$ cat src/hdl/lsi_pkg.sv
// Shared widths and the divider chain transaction type for the line
// segment intersection unit. No dependencies.
package lsi_pkg;
    localparam int COORD_BITS = 16;
    // direction and offset differences
    localparam int DW = COORD_BITS + 1;
    // cross products and their differences
    localparam int PW = 2 * DW;
    localparam int NW = PW + 1;
    // point numerator den*base + num*dir
    localparam int TW = NW + DW + 1;
    localparam int IN_BYTES  = (8 * COORD_BITS + 7) / 8;
    localparam int OUT_BITS  = 2 * COORD_BITS + 1;
    localparam int OUT_BYTES = (OUT_BITS + 7) / 8;

    // one transaction moving down the divider chain
    typedef struct packed {
        logic                  valid;
        logic                  hit;
        logic                  neg_x;
        logic                  neg_y;
        logic [TW-1:0]         rem_x;
        logic [TW-1:0]         rem_y;
        logic [TW-1:0]         dsh;
        logic [COORD_BITS-1:0] q_x;
        logic [COORD_BITS-1:0] q_y;
    } lsi_div_t;
endpackage

$ cat src/hdl/lsi_div_cell.sv
// One restoring divider cell: produces one quotient bit per lane.
// Depends on lsi_pkg.
module lsi_div_cell (
    input  logic              aclk,
    input  logic              aresetn,
    input  logic              en,
    input  lsi_pkg::lsi_div_t in,
    output lsi_pkg::lsi_div_t out
);
    lsi_pkg::lsi_div_t out_reg, out_next;
    logic ge_x, ge_y;

    // compare and conditionally subtract the shifted divisor
    always_comb begin
        ge_x = in.rem_x >= in.dsh;
        ge_y = in.rem_y >= in.dsh;
        out_next       = in;
        out_next.rem_x = ge_x ? in.rem_x - in.dsh : in.rem_x;
        out_next.rem_y = ge_y ? in.rem_y - in.dsh : in.rem_y;
        out_next.q_x   = {in.q_x[lsi_pkg::COORD_BITS-2:0], ge_x};
        out_next.q_y   = {in.q_y[lsi_pkg::COORD_BITS-2:0], ge_y};
        out_next.dsh   = in.dsh >> 1;
    end

    always_ff @(posedge aclk) begin
        if (!aresetn) begin
            out_reg.valid <= 1'b0;
        end else if (en) begin
            out_reg.valid <= in.valid;
        end
        if (en) begin
            out_reg.hit   <= out_next.hit;
            out_reg.neg_x <= out_next.neg_x;
            out_reg.neg_y <= out_next.neg_y;
            out_reg.rem_x <= out_next.rem_x;
            out_reg.rem_y <= out_next.rem_y;
            out_reg.dsh   <= out_next.dsh;
            out_reg.q_x   <= out_next.q_x;
            out_reg.q_y   <= out_next.q_y;
        end
    end

    assign out = out_reg;
endmodule

$ cat config.mk
export PLATFORM = sky130hd
export DESIGN_NAME = lsi_div_cell
export DESIGN_NICKNAME = d
export VERILOG_FILES = /design/src/hdl/lsi_pkg.sv /design/src/hdl/lsi_div_cell.sv
export SDC_FILE = /design/constraint.sdc
export NUM_CORES = 1
export LEC_CHECK = 0
export BUFFER_PORTS_ARGS = -buffer_cell sky130_fd_sc_hd__buf_2
export CORE_MARGIN = 3
export CORE_UTILIZATION = 53
export DETAILED_ROUTE_END_ITERATION = 16
export PLACE_DENSITY = 0.88
export SLEW_MARGIN = 20
export SYNTH_ARGS = -nofsm -noshare
export SYNTH_HDL_FRONTEND = slang
export SYNTH_SLANG_ARGS = --single-unit
$ cat constraint.sdc
create_clock -name aclk -period 4.6 [get_ports aclk]
set_clock_uncertainty 0.05 [all_clocks]
set_input_delay 0.69 -clock aclk [delete_from_list [all_inputs] [get_ports aclk]]
set_output_delay 0.69 -clock aclk [all_outputs]
set_load 0.03 [all_outputs]
Word-level counts from Yosys, hierarchy flattened --
Cells that the tools add are included.
Cells by class: add/sub/neg operators 2, magnitude comparators 2, multiplexer cells 2
Operators by type and width (count):
- 53-bit greater-or-equal comparator | 2
- 53-bit two-way mux | 2
- 53-bit subtractor | 2
Word-level totals: register bits after elaboration 194, input port bits 198, output and inout port bits 195, word-level logic and storage cells 15

Logic depth before layout (Yosys ltp) --
Gate-level depths: netlist of the first run.
depth in word-level cells 2, mapped depth 15, depth with buffers taken out 13

Worst setup path before layout of the first run --
No wires, ideal clock.
path type input to register, start point input in[33] (netlist bit), end point register out_reg (netlist bit out[141]), data pin, library setup time 260 ps, arrival time 3289 ps, required time 4290 ps, setup slack 1001 ps, cell stages on the path 12, buffers on the path 1, path through inv_1 ha_1 nor2b_1 o211ai_1 a31oi_1 a221o_2 a41oi_2 o31a_1 o41ai_4 a31o_2 buf_6 mux2_2
RTL lines:
- start, declared | RTL line lsi_div_cell.sv:7 | input lsi_pkg::lsi_div_t in,
- end, declared | RTL line lsi_div_cell.sv:10 | lsi_pkg::lsi_div_t out_reg, out_next;

==> qor.yml, run 1 <==
hold_path:
  hold_path_startpoint: "in[5]"
  min_path_type: "input pin to flip-flop"
setup_path:
  r2r_start: "out[194]$_SDFFE_PN0P_"
  worstPathArrival_ps: 4190
  path_delay_family: "compound AO/OA/AOI/OAI gates"
  startpoint_type: "input pin"
  worstSetupPathType: "input pin to flip-flop"
  path_cells: "buf_2, inv_1, ha_1, o211a_1, o21ai_0, a31oi_1, a311oi_1, nor2_1, a21o_1, a21oi_1, o31ai_4, buf_12, buf_4, nor2_1, a21oi_1"
  slowest_delay_ps: 430
  path_buf_inv: 4
  cp.required_ps: 4800
  cp-startpoint: "in[36]"
  crit_fanout: 41
  crit_path_top_delay_cell: "ha_1"
  end_kind: "flip-flop"
global_route:
  antenna_found_initial: 6
  grtUsageMet3_pct: 6.27
  grt_usage_pct: 29.0
  grt_busiest_layer: "met2"
  grt_max_degree: 103
  grt_pass1_wl_mm: 64.2
  grt_overflow_total: 0
  first_global_vias: 11678
  use_met2_pct: 48.7
  use_met1_pct: 38.9
clocking:
  numCtsBuffers: 17
  post-cts-setup-buffer-count: 0
  cts_buffer_depth: 2
  clk_latency_ps: 450
  cts_hold_buf: 0
  cts-resized-gates: 0
  cts_htree_levels: 4
  cts_tree: "built"
  clk_transition_reported_paths_ps: 80
  cts_sinks: 194
  root_buffer: "clkbuf_16"
logic_synthesis:
  synth_compound_area_share_pct: 20.9
  synthAdderAreaFrac_pct: 10.1
  synth_mux_area_share_pct: 1.97
  dominantRegCellSynth: "edfxtp_1"
  synth_top_cell_by_area: "edfxtp_1"
  synth_enable_flop_cells: 193
  synthSimpleGateAreaFrac_pct: 12.8
  yosys.area.top_type_share_pct: 42.9
  ys_seq_area_share_pct: 43.0
  ys_warn_count: 0
  syn_area_per_cell_um2: 9.85
  synth_xor_area_share_pct: 6.35
  async_flop_share_pct: 0
  synth.area.top_cells: "edfxtp_1 43%, ha_1 9.8%, a21oi_1 6.3%"
  synthesis.nets: 1678
  syn-cell-area_um2: 13500
  syn_inst: 1372
  synth_seq_cells: 194
  synth_top_family_by_area: "compound AO/OA/AOI/OAI gates"
  ys_types: 74
pwr:
  p_int_w: 0.00366
  pwr-share-clk_pct: 26.4
  seqPwrFrac_pct: 38.2
  p_leak_nw: 7.35
  switching_share_pct: 37.7
  combPwrFrac_pct: 35.3
  vdd_drop_max_uv: 184
  finalPower_w: 0.00588
  p_switching_w: 0.00222
  p_per_area_nw_per_um2: 358
place:
  post_dp_cell_area_um2: 15800
  place.gp.congestion: 0.955
  place.port_buffers: 389
  dp_hpwl_mm: 33.5
  pre_cts_ws_ps: 201
route:
  vias: 11990
  first_pass_iters: 5
  vias_per_cell: 5.76
  drtAntennaViolNets: 0
  wl_per_cell_um: 19.8
  drc: 0
  drtIter0Drc: 1204
  wl_mm: 41.2
timing:
  relSlewSlack_pct: 44.8
  tightest_slew_ps: 829
  finalSetupViolations: 0
  setup_slack_ps: 610
  min_period_ps: 3990
  drv_slew: 0
  whs_ps: 363
  fmax_ghz: 0.251
  hold_violations: 0
  tns_ps: 0
  rsz0062_at_grt: "no"
  final.period_utilization_pct: 86.7
run_status:
  status: "finished clean"
die:
  die_h_um: 166
  ios: 393
  rows: 57
  core-area_um2: 24700
  initial_core_util_pct: 54.8
  die_w_um: 166
  dieArea_um2: 27400
job:
  maxCapViolCount: 0
finish:
  drive_above_1_share_pct: 29.3
  nFillCells: 2010
  syn2layout_area_growth_pct: 21.7
  fin_area_um2: 16400
  nets: 2048
  largest_reg_flops: 194
==> layout make-up <==
class	instances	area [um^2]	area share [%]
well taps	324	405	2.47
repair buffers	414	2210	13.4
multi-input cells	1024	7050	42.9
clock inverters	15	196	1.19
diodes	2	5.00	0.0304
inverters	91	342	2.08
clock buffers	17	425	2.59
flip-flops and latches	194	5820	35.4
==> path summary, 6_finish.rpt <==
kind	slack, ps	endpoint	cells past startpoint
setup / recovery	610	out[109]$_DFFE_PP_	15
hold / removal	360	out[6]$_DFFE_PP_	1
setup reg to reg	3910	out[194]$_SDFFE_PN0P_	2
hold reg to reg	520	out[194]$_SDFFE_PN0P_	2
==> cells in the final DEF (no fill, tap or decap), types with 8 or more instances in the layout <==
master / Yosys / layout
edfxtp_1: 193 / 193
inv_1: 91 / 91
nor2_1: 120 / 120
xnor2_1: 64 / 64
a31oi_1: 18 / 18
nor3_1: 18 / 18
xor2_1: 34 / 34
a21o_1: 60 / 60
and2_1: 9 / 9
nand2b_1: 9 / 9
a21oi_2: 30 / 30
nand4_1: 44 / 44
nor2b_1: 11 / 11
a21oi_1: 170 / 170
ha_1: 106 / 106
o21ai_0: 59 / 59
o21a_1: 9 / 9
and3_1: 12 / 12
mux2_2: 14 / 14
nand3_1: 23 / 23
nor2_2: 10 / 10
a211oi_1: 10 / 10
buf_4: 5 / 20
nand2_1: 71 / 71
clkbuf_16: 0 / 17
buf_2: 12 / 388
nor4_1: 8 / 8
o21bai_1: 22 / 22
==> metrics by stage <==
stage,utilization [%],std cells
6_report,66.6,2081
2_1_floorplan,-,1372
3_5_place_dp,64.1,2047
3_3_place_gp,64.1,2047
4_1_cts,66.6,2079
5_1_grt,66.6,2081
==> cells in the mapped netlist, types with 14 or more instances <==
cell and number:
o21ai_0 59, nand4_1 44, a21oi_1 170, xnor2_1 64
inv_1 91, xor2_1 34, a21o_1 60, nor2_1 120
nand2_1 71, mux2_2 14, o21bai_1 22, ha_1 106
a21oi_2 30, nand3_1 23, clkbuf_1 40, nor3_1 18
a31oi_1 18, edfxtp_1 193
==> kinds of logic after synthesis <==
family / count (synthesis)
AOI/OAI and AO/OA: 438
and+or+nand+nor: 355
buffers and inverters: 154
other: 1
adders and majority gates: 108
muxes: 24
xor gates and xnor gates: 98
DFF: 194
==> power by group through the flow <==
stage	Sequential (W)	Combinational (W)	Clock, W
floorplan	0.00271	0.000995	0
global placement	0.00228	0.00202	0
detailed placement	0.00229	0.00205	0
CTS	0.00225	0.00206	0.00159
global route	0.00227	0.00223	0.00167
finish	0.00225	0.00208	0.00155
==> metal layers <==
layer  up-vias  share of wire, %  wire [um]
li1       5814                 -          -
met1      5570                42      17400
met2       545                48      19600
met3        55               8.0       3310
met4         6               2.0        805
met5         -              0.10         42
==> worst reg2reg max path, delay by kind of cell (launching register included) <==
family,cells,cell delay [ps]
mux,1,70
flops,1,350
simple gates,1,150
Note: power is estimated with default switching activity, not from simulation.
==> run 2, diff against run 1 <==
PLACE_DENSITY = 0.82   (was 0.88)
==> run 2 against run 1 <==
  * Setup slack got worse by 120 ps
  * Die area unchanged
  * Critical path depth decreased by 1
  * Core utilization increased by 0.10 points
  * Largest cell class unchanged
==> qor.yml, run 2 (synthesis results as in run 1) <==
global_route:
  grt_max_degree: 93  # -9.7%
  antenna_found_initial: 8  # +2
  grt_overflow_total: 0  # unchanged
  grt_pass1_wl_mm: 64.2  # about the same
  grt_usage_pct: 29.2  # +0.15 points
  first_global_vias: 11656  # -0.19%
clocking:
  cts_tree: "built"
  root_buffer: "clkbuf_16"
  cts_sinks: 194  # unchanged
  cts_buffer_depth: 2  # unchanged
  cts_hold_buf: 0  # unchanged
  numCtsBuffers: 17  # unchanged
  cts_htree_levels: 4  # unchanged
  cts-resized-gates: 0  # unchanged
  post-cts-setup-buffer-count: 0  # unchanged
  clk_latency_ps: 450  # about the same
  clk_transition_reported_paths_ps: 80  # about the same
place:
  post_dp_cell_area_um2: 15800  # about the same
  dp_hpwl_mm: 33.7  # +0.75%
  pre_cts_ws_ps: 117  # -84.4 ps
  place.port_buffers: 389  # unchanged
  place.gp.congestion: 0.967  # +1.3%
timing:
  relSlewSlack_pct: 47.6  # +2.9 points
  tightest_slew_ps: 778  # -50.3 ps
  setup_slack_ps: 485  # -125 ps
  final.period_utilization_pct: 89.5  # +2.7 points
  hold_violations: 0  # unchanged
  rsz0062_at_grt: "no"
  min_period_ps: 4110  # +125 ps
  tns_ps: 0  # unchanged
  fmax_ghz: 0.243  # -3.0%
  finalSetupViolations: 0  # unchanged
  drv_slew: 0  # unchanged
pwr:
  p_switching_w: 0.00222  # about the same
  vdd_drop_max_uv: 209  # +13%
  p_leak_nw: 7.37  # +0.30%
  p_per_area_nw_per_um2: 357  # -0.15%
  combPwrFrac_pct: 35.2  # about the same
  p_int_w: 0.00366  # about the same
  seqPwrFrac_pct: 38.3  # about the same
  pwr-share-clk_pct: 26.5  # about the same
  switching_share_pct: 37.7  # about the same
  finalPower_w: 0.00588  # about the same
finish:
  nets: 2055  # +0.34%
  final_common_cell: "buf_2"
  drive_above_1_share_pct: 29.6  # +0.28 points
  final_cell_mix: "388 x buf_2, 193 x edfxtp_1, 170 x a21oi_1"
  multi_input_area_um2: 7050  # unchanged
  syn2layout_area_growth_pct: 21.9
  fin_area_um2: 16500  # +0.15%
  nFillCells: 2045  # +1.7%
  largest_reg_flops: 194  # unchanged
  seqCellArea_um2: 5820  # unchanged
route:
  first_pass_iters: 5  # unchanged
  drtIter0Drc: 1109  # -7.9%
  wl_per_cell_um: 19.8  # +0.12%
  wl_mm: 41.4  # +0.55%
  vias: 12135  # +1.2%
  vias_per_cell: 5.81  # +0.77%
  drtAntennaViolNets: 0  # unchanged
  drc: 0  # unchanged
setup_path:
  path_delay_family: "compound AO/OA/AOI/OAI gates"
  slowest_delay_ps: 590  # +160 ps
  startpoint_type: "input pin"
  cp.depth: 14  # -1
  path_cells: "buf_2, inv_1, ha_1, nand2_1, o21ai_0, a21oi_1, o311ai_1, a41oi_2, o31a_1, o41ai_4, a31o_4, buf_4, nor2_1, a21oi_2"
  cp.required_ps: 4850  # +50 ps
  worstPathArrival_ps: 4360  # +170 ps
  end_kind: "flip-flop"
  reg2reg_depth: 2  # unchanged
  worstSetupPathType: "input pin to flip-flop"
  crit_fanout: 40  # -2.4%
  path_buf_inv: 3  # -1
  crit_path_top_delay_cell: "a31o_4"
run_status:
  status: "finished clean"
die:
  ios: 393  # unchanged
  core-area_um2: 24700  # unchanged
  dieArea_um2: 27400  # unchanged
  initial_core_util_pct: 54.8  # unchanged
  die_w_um: 166  # unchanged
  die_h_um: 166  # unchanged
  rows: 57  # unchanged
job:
  maxCapViolCount: 0  # unchanged
hold_path:
  min_path_type: "input pin to flip-flop"
  holdPathStages: 1  # unchanged
## run 2: worst paths after layout
kind                                 to  slack, ps             startpoint
setup / recovery     out[166]$_DFFE_PP_        490                 in[48]
hold / removal         out[5]$_DFFE_PP_        370                  in[4]
setup reg to reg  out[194]$_SDFFE_PN0P_       3910  out[194]$_SDFFE_PN0P_
hold reg to reg   out[194]$_SDFFE_PN0P_        510  out[194]$_SDFFE_PN0P_
## run 2: cell type report
class	instances	area share [%]
repair buffers	421	13.5
well taps	324	2.46
inverters	91	2.07
flip-flops and latches	194	35.3
clock inverters	15	1.22
multi-input cells	1024	42.8
clock buffers	17	2.58
diodes	4	0.0608
## run 2: worst register-to-register path, cell delays in order (launching register included)
cell and delay [ps]:
dfxtp_1 330, mux2i_1 150, nor2b_1 60
## run 2: per-layer routing
| metal | up-vias | wire, um | GRT usage, % |
|---|---|---|---|
| met2 | 570 | 19600 | 48.6 |
| met1 | 5642 | 17200 | 38.3 |
| met3 | 72 | 3560 | 7.22 |
| met5 | - | 45 | 0 |
| li1 | 5845 | - | - |
| met4 | 6 | 1010 | 7.74 |
## run 2: power groups by stage
stage | sequential, W | combinational, W | clock, W
floorplan | 0.00271 | 0.000995 | 0
global placement | 0.00229 | 0.00201 | 0
detailed placement | 0.00229 | 0.00204 | 0
CTS | 0.00225 | 0.00205 | 0.00158
global route | 0.00227 | 0.00223 | 0.00167
finish | 0.00225 | 0.00207 | 0.00156
## run 2: stage by stage
stage / std cells / hold slack, ps / utilization, %
floorplan: 1372 / 590 / -
global placement: 2054 / 442 / 64.2
detailed placement: 2054 / 501 / 64.2
CTS: 2086 / 349 / 66.7
global route: 2089 / 340 / 66.7
finish: 2090 / 366 / 66.7
==> run 3, diff against run 2 <==
CORE_UTILIZATION = 55   (was 53)
CTS_BUF_LIST = sky130_fd_sc_hd__clkbuf_8   (was unset)
PLACE_DENSITY = 0.85   (was 0.82)
==> run 3 against run 2 <==
  * Critical path depth up 1
  * Final area down 1.5%
  * Non-clock buffer count down 12
  * Via count up 0.63%
  * Combinational power about the same
  * Total power down 5.7%
  * Hold slack worse by 58 ps
  * Highest routed layer unchanged
  * Core utilization up 1.4 points
==> qor.yml, run 3 (synthesis results as in run 1) <==
place:
  dp_cells: 2037  # -0.83%
  place.gp.congestion: 0.940  # -2.8%
  dp_hpwl_mm: 33.5  # -0.70%
  place.port_buffers: 389  # unchanged
  post_dp_cell_area_um2: 15800  # -0.37%
hold_path:
  min_path_type: "input pin to flip-flop"
  holdPathStages: 1  # unchanged
  hold_path_startpoint: "in[27]"
  whs_endpoint: "out[28]$_DFFE_PP_"
setup_path:
  reg2reg_depth: 2  # unchanged
  end_kind: "flip-flop"
  crit_fanout: 36  # -10%
  reg2reg_setup_slack_ps: 3950  # +40 ps
  reg2reg_to: "out[194]$_SDFFE_PN0P_"
  r2r_start: "out[194]$_SDFFE_PN0P_"
  startpoint_type: "input pin"
  worstSetupPathType: "input pin to flip-flop"
  cp.required_ps: 4880  # +30 ps
  worstPathArrival_ps: 4130  # -230 ps
die:
  initial_core_util_pct: 56.7  # +2.0 points
  die_h_um: 163  # -1.8%
  ios: 393  # unchanged
  core-area_um2: 23800  # -3.5%
  rows: 56  # -1.8%
  dieArea_um2: 26500  # -3.5%
  die_w_um: 163  # -1.8%
global_route:
  grt_usage_pct: 30.0  # +0.80 points
  grt_max_degree: 117  # +26%
  grt_pass1_wl_mm: 62.2  # -3.1%
  antenna_found_initial: 8  # unchanged
  first_global_vias: 11557  # -0.85%
  grt_overflow_total: 0  # unchanged
finish:
  nets: 2043  # -0.58%
  multi_input_area_um2: 7050  # unchanged
  drive_above_1_share_pct: 29.1  # -0.48 points
  postLayoutCoreUtil_pct: 68.1  # +1.4 points
  syn2layout_area_growth_pct: 20.1
  final_cells: 2070  # -0.96%
  largest_reg_flops: 194  # unchanged
  seqCellArea_um2: 5820  # unchanged
  nFillCells: 1952  # -4.5%
  final_common_cell: "buf_2"
  fin_area_um2: 16200  # -1.5%
  final_cell_mix: "388 x buf_2, 193 x edfxtp_1, 170 x a21oi_1"
clocking:
  root_buffer: "clkbuf_8"
  cts_tree: "built"
  clk_latency_ps: 490  # +40 ps
  cts_sinks: 194  # unchanged
  post-cts-setup-buffer-count: 0  # unchanged
  cts_hold_buf: 0  # unchanged
  numCtsBuffers: 17  # unchanged
  cts_buffer_depth: 2  # unchanged
  clk_transition_reported_paths_ps: 130  # +50 ps
  cts_htree_levels: 4  # unchanged
  cts-resized-gates: 0  # unchanged
run_status:
  status: "finished clean"
route:
  vias: 12211  # +0.63%
  first_pass_iters: 5  # unchanged
  vias_per_cell: 5.90  # +1.6%
  drtAntennaViolNets: 0  # unchanged
  drc: 0  # unchanged
  drtIter0Drc: 1101  # -0.72%
  wl_mm: 41.4  # -0.19%
  wl_per_cell_um: 20.0  # +0.78%
timing:
  tns_ps: 0  # unchanged
  drv_slew: 0  # unchanged
  finalSetupViolations: 0  # unchanged
  tightest_slew_ps: 960  # +182 ps
  final.period_utilization_pct: 83.8  # -5.7 points
  relSlewSlack_pct: 36.0  # -12 points
  hold_violations: 0  # unchanged
  min_period_ps: 3850  # -262 ps
  fmax_ghz: 0.260  # +6.8%
  rsz0062_at_grt: "no"
job:
  maxCapViolCount: 0  # unchanged
pwr:
  vdd_drop_max_uv: 257  # +23%
  p_per_area_nw_per_um2: 342  # -4.2%
  p_leak_nw: 7.25  # -1.7%
run 3: changes by cell type in the layout (fill, tap and decap cells not counted), moves of 3 or more:
cell and change:
clkbuf_8 +17, clkbuf_16 -17, diode_2 -3, buf_4 -15, buf_12 +3
run 3: where the power goes:
part,internal [W],switching (W),total (W)
Sequential,0.00220,0.0000558,0.00225
Combinational,0.000709,0.00136,0.00207
Clock,0.000441,0.000785,0.00123
run 3: per-layer routing:
| layer | wire, um | GRT usage, % |
|---|---|---|
| met1 | 16700 | 39.0 |
| met2 | 20000 | 51.5 |
| met4 | 1050 | 7.38 |
| met3 | 3600 | 6.15 |
| met5 | 66 | 0 |
run 3: worst max-delay path: stages:
cell and delay [ps]:
buf_2 150, inv_1 70, ha_1 290, nor2b_1 160, o211ai_1 110, a31oi_1 410, a221o_2 320, a41oi_2 230
o31a_1 430, o41ai_4 340, a31o_4 230, buf_12 200, buf_4 260, nor2_1 60, a21oi_1 140
run 3: stage by stage:
step | worst slack [ps] | total power, W | hold WS, ps
final | 747 | 0.00555 | 309
after global routing | 559 | 0.00581 | 280
after CTS | 828 | 0.00555 | 288
after detailed placement | 307 | 0.00433 | 463
after global placement | 365 | 0.00429 | 443
after floorplan | 1000 | 0.00370 | 590
run 3: final cells by class:
| type | count | area share (%) |
|---|---|---|
| tap | 319 | 2.46 |
| antenna | 1 | 0.0154 |
| sequential | 194 | 35.8 |
| clock buffer | 17 | 1.44 |
| clock inverter | 15 | 1.30 |
| inverter | 91 | 2.11 |
| timing repair buffer | 409 | 13.4 |
| multi-input combinational | 1024 | 43.5 |
run 3: worst max path at each step:
stage | depth (start not counted) | slack [ps] | from | endpoint
3_5_place_dp | 14 | 310 | in[33] | out[149]$_DFFE_PP_
3_3_place_gp | 13 | 370 | in[33] | out[150]$_DFFE_PP_
2_1_floorplan | 12 | 1000 | in[33] | out[141]$_DFFE_PP_
4_1_cts | 14 | 830 | in[33] | out[149]$_DFFE_PP_
5_1_grt | 15 | 560 | in[33] | out[149]$_DFFE_PP_
6_report | 15 | 750 | in[33] | out[149]$_DFFE_PP_
